--- config.mk ---
export PLATFORM = sky130hd
export DESIGN_NAME = uart_line_assembler_core
export DESIGN_NICKNAME = d
export VERILOG_FILES = /design/src/rtl/ula_pkg.sv /design/src/rtl/uart_line_assembler_core.sv
export SDC_FILE = /design/constraint.sdc
export NUM_CORES = 1
export LEC_CHECK = 0
export BUFFER_PORTS_ARGS = -buffer_cell sky130_fd_sc_hd__buf_2
export CAP_MARGIN = 20
export CELL_PAD_IN_SITES_DETAIL_PLACEMENT = 1
export CELL_PAD_IN_SITES_GLOBAL_PLACEMENT = 2
export CORE_MARGIN = 4
export CORE_UTILIZATION = 52
export DETAILED_ROUTE_END_ITERATION = 16
export PLACE_DENSITY_LB_ADDON = 0.3
export SETUP_SLACK_MARGIN = 0.05
export SLEW_MARGIN = 10
export SYNTH_ARGS = -nofsm -noshare
export SYNTH_HDL_FRONTEND = slang
export SYNTH_SLANG_ARGS = --single-unit
--- constraint.sdc ---
create_clock -name aclk -period 15.5 [get_ports aclk]
set_clock_uncertainty 0.1 [all_clocks]
set_input_delay 2.325 -clock aclk [delete_from_list [all_inputs] [get_ports aclk]]
set_output_delay 2.325 -clock aclk [all_outputs]
set_load 0.01 [all_outputs]
--- src/rtl/ula_pkg.sv ---
// Shared types and constants for the UART line assembler.
package ula_pkg;

    localparam int ULA_RX_DEPTH  = 64;
    localparam int ULA_MSG_DEPTH = 64;

    // results kept per input transfer; later ones are dropped
    localparam int RESULT_LIMIT = 63;
    localparam int RES_CNT_W    = 6;

    localparam logic [7:0] TERM_RESET = 8'h0A;

    localparam logic [0:0] REG_TERMINATOR = 1'b0;

    localparam logic ACT_BYTE  = 1'b0;
    localparam logic ACT_CLEAR = 1'b1;

    localparam logic [1:0] KIND_MSG   = 2'd0;
    localparam logic [1:0] KIND_ERROR = 2'd1;
    localparam logic [1:0] KIND_CLEAR = 2'd2;

    typedef enum logic [2:0] {
        ST_IDLE,
        ST_DRN_CHK,
        ST_DRN_WR,
        ST_PULL_CHK,
        ST_PULL_EMIT,
        ST_FINISH
    } ula_state_t;

endpackage

--- src/rtl/uart_line_assembler_core.sv ---
// UART receive line assembler: error counting, receive ring, message ring, message output.
// One item at a time: s_tready is high only in the idle state. An error byte or a clear gives
// one result, held back and then moved to the output register; a plain byte other than the
// terminator gives none. A terminator drains the receive ring into the message ring and reads
// out one message, or an empty marker, per drained terminator. Output back-pressure can stall.
// Reset clears pointers, counters and control; terminator returns to 0x0A; ring data is kept.
module uart_line_assembler_core #(
    parameter int RX_DEPTH  = ula_pkg::ULA_RX_DEPTH,
    parameter int MSG_DEPTH = ula_pkg::ULA_MSG_DEPTH
) (
    input  logic        aclk,
    input  logic        aresetn,
    // APB configuration
    input  logic        psel,
    input  logic        penable,
    input  logic        pwrite,
    input  logic [0:0]  paddr,
    input  logic [31:0] pwdata,
    output logic [31:0] prdata,
    output logic        pready,
    // input stream
    input  logic        s_tvalid,
    output logic        s_tready,
    input  logic [15:0] s_tdata,  // rx_byte[7:0], frame_error[8], overrun_error[9],
                                  // parity_error[10], zero[15:11]
    input  logic [0:0]  s_tuser,  // action[0]
    // result stream
    output logic        m_tvalid,
    input  logic        m_tready,
    output logic [63:0] m_tdata,  // msg_byte[7:0], byte_valid[8], flag_bits[11:9],
                                  // frame_count[27:12], overrun_count[43:28],
                                  // parity_count[59:44], zero[63:60]
    output logic [1:0]  m_tuser,  // kind[1:0]
    output logic        m_tlast
);
    import ula_pkg::*;

    localparam int RPW = $clog2(RX_DEPTH);
    localparam int MPW = $clog2(MSG_DEPTH);

    ula_state_t state_reg, state_next;

    logic [7:0]     rx_mem  [RX_DEPTH];
    logic [7:0]     msg_mem [MSG_DEPTH];

    logic [RPW-1:0] rx_wr_reg, rx_wr_next, rx_rd_reg, rx_rd_next;
    logic [MPW-1:0] msg_wr_reg, msg_wr_next, msg_rd_reg, msg_rd_next;
    logic [RPW-1:0] rx_wr_inc, rx_rd_inc;
    logic [MPW-1:0] msg_wr_inc, msg_rd_inc;
    logic [15:0]    frame_cnt_reg, frame_cnt_next;
    logic [15:0]    overrun_cnt_reg, overrun_cnt_next;
    logic [15:0]    parity_cnt_reg, parity_cnt_next;
    logic [7:0]     term_reg;
    logic [RES_CNT_W-1:0] res_cnt_reg, res_cnt_next;
    logic [MPW-1:0] pull_cnt_reg, pull_cnt_next;
    logic [7:0]     rx_q_reg, msg_q_reg;
    logic           rx_we, rx_re, msg_we, msg_re;

    // one result held back so that the final one can carry tlast
    logic           pend_valid_reg, pend_valid_next;
    logic [1:0]     pend_kind_reg, pend_kind_next;
    logic [7:0]     pend_byte_reg, pend_byte_next;
    logic           pend_bvalid_reg, pend_bvalid_next;
    logic [2:0]     pend_flags_reg, pend_flags_next;

    logic           out_valid_reg, out_valid_next;
    logic [1:0]     out_kind_reg, out_kind_next;
    logic [7:0]     out_byte_reg, out_byte_next;
    logic           out_bvalid_reg, out_bvalid_next;
    logic           out_last_reg, out_last_next;
    logic [2:0]     out_flags_reg, out_flags_next;
    logic [15:0]    out_fcnt_reg, out_fcnt_next;
    logic [15:0]    out_ocnt_reg, out_ocnt_next;
    logic [15:0]    out_pcnt_reg, out_pcnt_next;

    logic           gen_req, flush, slot_free, keep, can_gen;
    logic [1:0]     gen_kind;
    logic [7:0]     gen_byte;
    logic           gen_bvalid;
    logic [2:0]     gen_flags;
    logic [2:0]     in_flags;

    assign pready = 1'b1;
    assign prdata = (paddr == REG_TERMINATOR) ? {24'd0, term_reg} : 32'd0;

    assign s_tready = (state_reg == ST_IDLE);
    assign m_tvalid = out_valid_reg;
    assign m_tuser  = out_kind_reg;
    assign m_tlast  = out_last_reg;
    assign m_tdata  = {4'd0, out_pcnt_reg, out_ocnt_reg, out_fcnt_reg, out_flags_reg,
                       out_bvalid_reg, out_byte_reg};

    assign rx_wr_inc  = (rx_wr_reg == RPW'(RX_DEPTH - 1)) ? '0 : rx_wr_reg + 1'b1;
    assign rx_rd_inc  = (rx_rd_reg == RPW'(RX_DEPTH - 1)) ? '0 : rx_rd_reg + 1'b1;
    assign msg_wr_inc = (msg_wr_reg == MPW'(MSG_DEPTH - 1)) ? '0 : msg_wr_reg + 1'b1;
    assign msg_rd_inc = (msg_rd_reg == MPW'(MSG_DEPTH - 1)) ? '0 : msg_rd_reg + 1'b1;

    assign in_flags  = s_tdata[10:8];
    assign slot_free = !pend_valid_reg || !out_valid_reg || m_tready;
    assign keep      = (res_cnt_reg < RES_CNT_W'(RESULT_LIMIT));
    assign can_gen   = !keep || slot_free;

    always_ff @(posedge aclk) begin
        if (rx_we) begin
            rx_mem[rx_wr_reg] <= s_tdata[7:0];
        end
        if (rx_re) begin
            rx_q_reg <= rx_mem[rx_rd_reg];
        end
    end

    always_ff @(posedge aclk) begin
        if (msg_we) begin
            msg_mem[msg_wr_reg] <= rx_q_reg;
        end
        if (msg_re) begin
            msg_q_reg <= msg_mem[msg_rd_reg];
        end
    end

    always_ff @(posedge aclk) begin
        if (!aresetn) begin
            term_reg <= TERM_RESET;
        end else if (psel && penable && pwrite && pready && paddr == REG_TERMINATOR) begin
            term_reg <= pwdata[7:0];
        end
    end

    always_ff @(posedge aclk) begin
        if (!aresetn) begin
            state_reg <= ST_IDLE;
        end else begin
            state_reg <= state_next;
        end
    end

    always_ff @(posedge aclk) begin
        if (!aresetn) begin
            rx_wr_reg       <= '0;
            rx_rd_reg       <= '0;
            msg_wr_reg      <= '0;
            msg_rd_reg      <= '0;
            frame_cnt_reg   <= '0;
            overrun_cnt_reg <= '0;
            parity_cnt_reg  <= '0;
            res_cnt_reg     <= '0;
            pull_cnt_reg    <= '0;
            pend_valid_reg  <= 1'b0;
            out_valid_reg   <= 1'b0;
        end else begin
            rx_wr_reg       <= rx_wr_next;
            rx_rd_reg       <= rx_rd_next;
            msg_wr_reg      <= msg_wr_next;
            msg_rd_reg      <= msg_rd_next;
            frame_cnt_reg   <= frame_cnt_next;
            overrun_cnt_reg <= overrun_cnt_next;
            parity_cnt_reg  <= parity_cnt_next;
            res_cnt_reg     <= res_cnt_next;
            pull_cnt_reg    <= pull_cnt_next;
            pend_valid_reg  <= pend_valid_next;
            out_valid_reg   <= out_valid_next;
        end
    end

    always_ff @(posedge aclk) begin
        pend_kind_reg   <= pend_kind_next;
        pend_byte_reg   <= pend_byte_next;
        pend_bvalid_reg <= pend_bvalid_next;
        pend_flags_reg  <= pend_flags_next;
        out_kind_reg    <= out_kind_next;
        out_byte_reg    <= out_byte_next;
        out_bvalid_reg  <= out_bvalid_next;
        out_last_reg    <= out_last_next;
        out_flags_reg   <= out_flags_next;
        out_fcnt_reg    <= out_fcnt_next;
        out_ocnt_reg    <= out_ocnt_next;
        out_pcnt_reg    <= out_pcnt_next;
    end

    always_comb begin
        state_next       = state_reg;
        rx_wr_next       = rx_wr_reg;
        rx_rd_next       = rx_rd_reg;
        msg_wr_next      = msg_wr_reg;
        msg_rd_next      = msg_rd_reg;
        frame_cnt_next   = frame_cnt_reg;
        overrun_cnt_next = overrun_cnt_reg;
        parity_cnt_next  = parity_cnt_reg;
        res_cnt_next     = res_cnt_reg;
        pull_cnt_next    = pull_cnt_reg;
        rx_we            = 1'b0;
        rx_re            = 1'b0;
        msg_we           = 1'b0;
        msg_re           = 1'b0;
        gen_req          = 1'b0;
        gen_kind         = KIND_MSG;
        gen_byte         = 8'd0;
        gen_bvalid       = 1'b0;
        gen_flags        = 3'd0;
        flush            = 1'b0;

        pend_valid_next  = pend_valid_reg;
        pend_kind_next   = pend_kind_reg;
        pend_byte_next   = pend_byte_reg;
        pend_bvalid_next = pend_bvalid_reg;
        pend_flags_next  = pend_flags_reg;
        out_valid_next   = out_valid_reg && !m_tready;
        out_kind_next    = out_kind_reg;
        out_byte_next    = out_byte_reg;
        out_bvalid_next  = out_bvalid_reg;
        out_last_next    = out_last_reg;
        out_flags_next   = out_flags_reg;
        out_fcnt_next    = out_fcnt_reg;
        out_ocnt_next    = out_ocnt_reg;
        out_pcnt_next    = out_pcnt_reg;

        unique case (state_reg)
            ST_IDLE: begin
                if (s_tvalid) begin
                    state_next = ST_FINISH;
                    if (s_tuser[0] == ACT_CLEAR) begin
                        frame_cnt_next   = '0;
                        overrun_cnt_next = '0;
                        parity_cnt_next  = '0;
                        gen_req          = 1'b1;
                        gen_kind         = KIND_CLEAR;
                    end else if (in_flags != 3'd0) begin
                        frame_cnt_next   = frame_cnt_reg + 16'(in_flags[0]);
                        overrun_cnt_next = overrun_cnt_reg + 16'(in_flags[1]);
                        parity_cnt_next  = parity_cnt_reg + 16'(in_flags[2]);
                        gen_req          = 1'b1;
                        gen_kind         = KIND_ERROR;
                        gen_flags        = in_flags;
                        rx_wr_next       = '0;
                        rx_rd_next       = '0;
                    end else begin
                        if (rx_wr_inc != rx_rd_reg) begin
                            rx_we      = 1'b1;
                            rx_wr_next = rx_wr_inc;
                        end
                        if (s_tdata[7:0] == term_reg) begin
                            state_next = ST_DRN_CHK;
                        end
                    end
                end
            end
            ST_DRN_CHK: begin
                if (rx_rd_reg != rx_wr_reg) begin
                    rx_re      = 1'b1;
                    rx_rd_next = rx_rd_inc;
                    state_next = ST_DRN_WR;
                end else begin
                    state_next = ST_FINISH;
                end
            end
            ST_DRN_WR: begin
                // full message ring drops the byte but it still counts as a terminator
                if (msg_wr_inc != msg_rd_reg) begin
                    msg_we      = 1'b1;
                    msg_wr_next = msg_wr_inc;
                end
                if (rx_q_reg == term_reg) begin
                    pull_cnt_next = '0;
                    state_next    = ST_PULL_CHK;
                end else begin
                    state_next = ST_DRN_CHK;
                end
            end
            ST_PULL_CHK: begin
                if (msg_rd_reg != msg_wr_reg) begin
                    msg_re        = 1'b1;
                    msg_rd_next   = msg_rd_inc;
                    pull_cnt_next = pull_cnt_reg + 1'b1;
                    state_next    = ST_PULL_EMIT;
                end else if (pull_cnt_reg == '0) begin
                    // empty marker
                    gen_req = 1'b1;
                    if (can_gen) begin
                        state_next = ST_DRN_CHK;
                    end
                end else begin
                    state_next = ST_DRN_CHK;
                end
            end
            ST_PULL_EMIT: begin
                gen_req    = 1'b1;
                gen_byte   = msg_q_reg;
                gen_bvalid = 1'b1;
                if (can_gen) begin
                    if (msg_q_reg == term_reg || pull_cnt_reg >= MPW'(MSG_DEPTH - 1)) begin
                        state_next = ST_DRN_CHK;
                    end else begin
                        state_next = ST_PULL_CHK;
                    end
                end
            end
            ST_FINISH: begin
                if (!pend_valid_reg || !out_valid_reg || m_tready) begin
                    flush        = pend_valid_reg;
                    res_cnt_next = '0;
                    state_next   = ST_IDLE;
                end
            end
            default: begin
                state_next = ST_IDLE;
            end
        endcase

        // a new result pushes the held one out with tlast low
        if (gen_req && keep && slot_free) begin
            res_cnt_next = res_cnt_reg + 1'b1;
            if (pend_valid_reg) begin
                out_valid_next  = 1'b1;
                out_kind_next   = pend_kind_reg;
                out_byte_next   = pend_byte_reg;
                out_bvalid_next = pend_bvalid_reg;
                out_flags_next  = pend_flags_reg;
                out_last_next   = 1'b0;
                out_fcnt_next   = frame_cnt_reg;
                out_ocnt_next   = overrun_cnt_reg;
                out_pcnt_next   = parity_cnt_reg;
            end
            pend_valid_next  = 1'b1;
            pend_kind_next   = gen_kind;
            pend_byte_next   = gen_byte;
            pend_bvalid_next = gen_bvalid;
            pend_flags_next  = gen_flags;
        end

        if (flush) begin
            out_valid_next  = 1'b1;
            out_kind_next   = pend_kind_reg;
            out_byte_next   = pend_byte_reg;
            out_bvalid_next = pend_bvalid_reg;
            out_flags_next  = pend_flags_reg;
            out_last_next   = 1'b1;
            out_fcnt_next   = frame_cnt_reg;
            out_ocnt_next   = overrun_cnt_reg;
            out_pcnt_next   = parity_cnt_reg;
            pend_valid_next = 1'b0;
        end
    end

endmodule

# [Word level (Yosys, flattened, before mapping)]
# Memory sizes are Yosys's and may differ from the RTL's. A register that Yosys moved wholly into a read port is not among the register bits.
# Cells that the tools add are included.
[classes] addsub=9 n_lt_le_gt_ge=2 eq_ne=25 muxes=87 bitwise=6 reduce_logical=39
[op_table] op="$mux 16" count=15
[op_table] op="$mux 6" count=15
[op_table] op="$add 16x1->16" count=3
[op_table] op="$mux 3" count=13
[op_table] op="$add 6x1->6 const B" count=6
[op_table] op="$mux 8" count=4
[op_table] op="$mux 1" count=30
[op_table] op="$eq 6x6->1 const B" count=4
[op_table] op="$eq 8x8->1" count=3
[op_table] op="$ne 6x6->1" count=4
[op_table] op="$pmux 6 s2" count=2
[op_table] op="$pmux 3 s6" count=1
[op_table] op="$reduce_bool 2->1" count=8
[op_table] op="$ne 2x2->1 const B" count=7
[op_table] op="$mux 2" count=6
[op_table] op="$reduce_and 2->1" count=6
[op_table] op="$reduce_and 4->1" count=2
[op_table] op="$eq 3x2->1 const B" count=2
[op_table] op="$eq 3x3->1 const B" count=2
[op_table] op="$ge 6x6->1 const B" count=1
[op_table] op="$logic_and 1x1->1" count=6
[op_table] op="$logic_not 6->1" count=1
[op_table] op="$lt 6x6->1 const B" count=1
[op_table] op="$not 1->1" count=6
[op_table] op="other kinds (13)" count=20
[totals] reg_bits=174 ramBits=1024 input_bits=57 out_inout_bits=102 elab_cells=196 mem_count=2
[memory_table] name="msg_mem" words=64 width=8 read_ports=1 rd_ports_with_merged_regs=1 wr=1 line_no="uart_line_assembler_core.sv:44" rtl="logic [7:0] msg_mem [MSG_DEPTH];"
[memory_table] name="rx_mem" words=64 width=8 read_ports=1 rd_ports_with_merged_regs=1 wr=1 line_no="uart_line_assembler_core.sv:43" rtl="logic [7:0] rx_mem [RX_DEPTH];"

# [Longest topological paths before layout]
[logic_depth] ltp_word=10 ltp_mapped=11

# [Worst setup path before layout]
# Ideal clock, no wire load.
[synth_path] path_kind="input to register" from="input s_tdata[8]" to="register out_kind_reg[0] (netlist: m_tuser[0]) (enable)" setup_time_ps=503 t_arrival_ps=6209 required_ps=14897 setup_slack_ps=8688 stages=6 path_cell_list="or3_1 -> clkbuf_1 -> o211a_2 -> or3_1 -> nand2_1 -> a21oi_1"
[synth_via] elab_chain_cells=9
[synth_rtl] item="start: declaration" line_no="uart_line_assembler_core.sv:24" rtl="input logic [15:0] s_tdata,"
[synth_rtl] item="$reduce_bool 3->1" line_no="uart_line_assembler_core.sv:227" rtl="end else if (in_flags != 3'd0) begin"
[synth_rtl] item="$mux 1" line_no="uart_line_assembler_core.sv:227"
[synth_rtl] item="$mux 1" line_no="uart_line_assembler_core.sv:221" rtl="if (s_tuser[0] == ACT_CLEAR) begin"
[synth_rtl] item="$mux 1" line_no="uart_line_assembler_core.sv:219" rtl="if (s_tvalid) begin"
[synth_rtl] item="$pmux 1 s3" line_no="uart_line_assembler_core.sv:217" rtl="unique case (state_reg)"
[synth_rtl] item="$logic_and 1x1->1 (2 in series)" line_no="uart_line_assembler_core.sv:310" rtl="if (gen_req && keep && slot_free) begin"
[synth_rtl] item="$reduce_bool 2->1 (no source line)"
[synth_rtl] item="$reduce_and 2->1 (no source line)"
[synth_rtl] item="end signal: assignment" line_no="uart_line_assembler_core.sv:170" rtl="out_kind_reg <= out_kind_next;"
[synth_rtl] item="end: declaration" line_no="uart_line_assembler_core.sv:67" rtl="logic [1:0] out_kind_reg, out_kind_next;"
# Every way passes these cells.
# A chain may end at the register's enable or synchronous reset.

# [Worst setup path in the final report]
[layout_path] from="input s_tvalid" to="memory rx_mem[51][5] (enable)"
[layout_via] elab_chain_cells=4
[layout_rtl] item="start: declaration" line_no="uart_line_assembler_core.sv:22" rtl="input logic s_tvalid,"
[layout_rtl] item="$mux 1" line_no="uart_line_assembler_core.sv:219"
[layout_rtl] item="$mux 1" line_no="uart_line_assembler_core.sv:217"
[layout_rtl] item="$mux 1" line_no="uart_line_assembler_core.sv:104" rtl="if (rx_we) begin"
[layout_rtl] item="$mux 1 (implied by the code)" line_no="uart_line_assembler_core.sv:105" rtl="rx_mem[rx_wr_reg] <= s_tdata[7:0];"
[layout_rtl] item="end: declaration" line_no="uart_line_assembler_core.sv:43"
# Every way passes these cells.

==> results.rst <==
.. list-table::
   :header-rows: 1

   * - Metric
     - Value
   * - Vias in the first global route
     - ~26000
   * - Combinational cell fraction of total power
     - 0.030
   * - Detailed-routing iteration count for the pre-antenna-repair pass
     - 5
   * - Warnings from Yosys
     - 0
   * - Final critical-path share of the clock period
     - 0.350
   * - Maximum clock frequency
     - 184 MHz
   * - Root Buffer
     - clkbuf_16
   * - I/O pin cnt
     - ~160
   * - Number of buffers created by CTS
     - 120
   * - Number of synthesized flops with an enable pin
     - between 1000 and 1500
   * - Largest voltage drop on the vdd net
     - 91.4 uV
   * - Floorplan row count
     - roughly 110
   * - Clock sink count
     - 1214
   * - Initial detailed-routing violation count
     - around 2600
   * - Clock tree from TritonCTS
     - done
   * - # Max-Cap Violations
     - 0
   * - Routed wirelength normalized by instance count
     - 28.4 microns
   * - Max Transition Viols Final
     - 0
   * - Crit Path Class
     - input port to register
   * - Clk buf depth
     - 3
   * - Detailed-route DRC error count
     - 0
   * - Post-DP HPWL
     - a little over 70000 microns
   * - Total Power Consumption
     - 6740 uW
   * - Post CTS Setup Buffer Count
     - 0
   * - Standard cell area after detailed placement
     - 0.0499 sq mm
   * - Post-Route WL
     - about 110000 microns
   * - Number of unique standard cell types used by synthesis
     - 69
   * - Overall track demand over capacity in global routing
     - 0.238
   * - Net Switching
     - about 1400 uW
   * - Min Tclk post-route
     - 5420 ps
   * - Endpoint of the worst setup timing path
     - rx_mem[51][5]
   * - Number of buffers inserted by hold repair at cts
     - 0
   * - Post-detailed-route count of antenna-violating nets
     - 0
   * - Area of all placed cells without fillers
     - between 0.05 and 0.06 sq mm
   * - Effective utilization at floorplan
     - 0.525
   * - Final #Nets
     - 2761
   * - Total power per unit cell area
     - 125 mW/mm^2
   * - Maximum number of pins on one net before global-route repair
     - 117
   * - Endpoints failing hold
     - 0
   * - Number of port buffers
     - 100
   * - Slew at the pin with the worst max-slew slack
     - 1120 ps
   * - Post-synthesis sequential area ratio
     - 0.735
   * - Portion of total power attributed to the clock network
     - 0.434
   * - Area delta synth->final
     - 11.8%
   * - Commonest non-fill, non-tap cell in the layout
     - edfxtp_1
   * - Post-layout utilization of the core
     - 0.587
   * - Worst endpoint data arrival time
     - around 5600 ps
   * - CTS-repair resized insts
     - 0
   * - Total of flip-flops plus latches after synthesis
     - 1214
   * - Min-delay worst type
     - register to register
   * - Sequential share of power
     - 0.536
   * - Leak pwr
     - 0.0165 uW
   * - Commonest non-fill, non-tap cells in the layout
     - edfxtp_1, mux4_2, nor2_1
   * - Worst Setup SP
     - s_tvalid
   * - Worst max-slew margin expressed relative to the limit
     - 0.250
   * - Fin Setup TNS
     - 0 ps
   * - Endpoint of the worst-slack reg-to-reg timing path
     - msg_mem[10][7]
   * - Startpoint of the worst-slack reg-to-reg timing path
     - msg_wr_reg[0]
   * - Critical Path End Type
     - register
   * - Internal power
     - 5330 uW
   * - Fraction of layout cells with a size suffix above 1
     - 0.241
   * - Average via count per standard cell
     - 6.12
   * - Crit path required time
     - 15710 ps
   * - Top flop regs
     - msg_mem: 512 flops, rx_mem: 512 flops
   * - Placer congestion estimate
     - 0.810
   * - Outcome
     - completed
   * - Clock-pin transition on the worst setup and hold timing paths
     - 60 ps
   * - Area of the die
     - slightly below 0.1 sq mm
   * - Avg Synthesized Cell Area
     - 18.7 sq um
   * - Vias
     - 24700
   * - Top_reg_cell synth
     - edfxtp_1
   * - Clock network latency to the later pin of the worst-skew pair
     - around 700 ps
   * - Async set or reset register ratio after synthesis
     - 0
   * - Die W
     - 313 microns
   * - Worst R2R Setup Slack
     - 10700 ps
   * - Critical Path Source Type
     - input port
   * - Post-placement setup slack
     - just over 9000 ps
   * - Standard cell core area
     - 0.0918 sq mm
   * - Net switching fraction of the power
     - 0.208
   * - First-pass GRT wire length
     - roughly 170000 microns
   * - Depth of the worst register-to-register path
     - 8
   * - Grt total ovfl
     - 0
   * - Combined area of all synthesized cells
     - between 0.04 and 0.05 sq mm
   * - Number of H-tree branching levels
     - 3
   * - Number of instances in the synthesized netlist
     - around 2600
   * - Setup slack after layout
     - 10080 ps
   * - Maximum fanout along the worst path
     - 9
   * - Die Span Y
     - 313 microns
   * - Antenna violations before repair
     - 3
   * - Diode count
     - 0
   * - Setup repair after global routing missed its margin
     - false
   * - Fill cell count
     - between 7000 and 8000
   * - Number of failing setup endpoints in the final timing report
     - 0
synth_stat cells (24+ instances only):
| master | count | share of area |
|---|---|---|
| a21oi_1 | 54 | 0.0056 |
| nand3_1 | 48 | 0.0050 |
| buf_2 | 47 | 0.0049 |
| mux4_2 | 314 | 0.15 |
| nand2_1 | 108 | 0.0084 |
| edfxtp_1 | 1116 | 0.69 |
| clkbuf_1 | 71 | 0.0055 |
| xor2_1 | 27 | 0.0049 |
| buf_4 | 33 | 0.0051 |
| o22ai_1 | 29 | 0.0038 |
| and3_1 | 24 | 0.0031 |
| dfxtp_1 | 98 | 0.041 |
| nor2_1 | 232 | 0.018 |
| o21ai_0 | 30 | 0.0031 |
routing by layer:
layer  track usage  routed length (microns)  share of wire  vias to the layer above
li1              -                        -              -                    10600
met1         0.340                    47400           0.41                    13000
met2         0.377                    54900           0.48                      992
met3        0.0504                     9360          0.082                      172
met4        0.0713                     3030          0.026                        2
met5             0                       14        0.00012                        -
layout make-up:
class,instances,area [sq um],area share
flip-flops and latches,1214,35500,0.658
multi-input cells,1199,12000,0.222
clock buffers,144,3190,0.0591
well taps,1243,1560,0.0289
clock inverters,84,818,0.0152
repair buffers,139,806,0.0149
inverters,17,63.8,0.00118
stage by stage:
| step | hold WS, ps | std cells |
|---|---|---|
| after floorplan | 300 | 2600 |
| after global placement | 302 | 3812 |
| after detailed placement | 306 | 3812 |
| after CTS | 319 | 4040 |
| after global routing | 330 | 4040 |
| final | 317 | 4040 |
critical path, stage by stage:
cell and delay [ps]:
buf_2 140, nor2b_1 490, and2_1 390, and3_1 440, nand4b_1 850, nor2_1 980
cell families after synthesis:
logic type	share of synthesized area
and+or+nand+nor	0.0561
other	0.000156
adders and majority gates	0.00337
xor gates and xnor gates	0.00835
buffers and inverters	0.0185
DFF	0.735
muxes	0.150
AOI/OAI and AO/OA	0.0284
power by group through the flow:
stage,Sequential [uW],Clock (uW),Combinational (uW)
after floorplan,3680,0,112
after global placement,3680,0,195
after detailed placement,3680,0,204
after CTS,3610,2980,205
after global routing,3620,3130,222
final,3610,2920,202
how the worst min path moves through the flow:
| stage | slack, ps | start | depth (start not counted) | end |
|---|---|---|---|---|
| finish | 320 | pend_byte_reg[2] | 0 | out_byte_reg[2] |
| CTS | 320 | pend_byte_reg[2] | 0 | out_byte_reg[2] |
| global placement | 300 | pend_kind_reg[1] | 0 | m_tuser[1] |
| global route | 330 | pend_byte_reg[4] | 0 | out_byte_reg[4] |
| detailed placement | 310 | pend_byte_reg[2] | 0 | out_byte_reg[2] |
| floorplan | 300 | pend_kind_reg[0] | 0 | m_tuser[0] |
No activity file was read; power rests on OpenSTA's default activity.
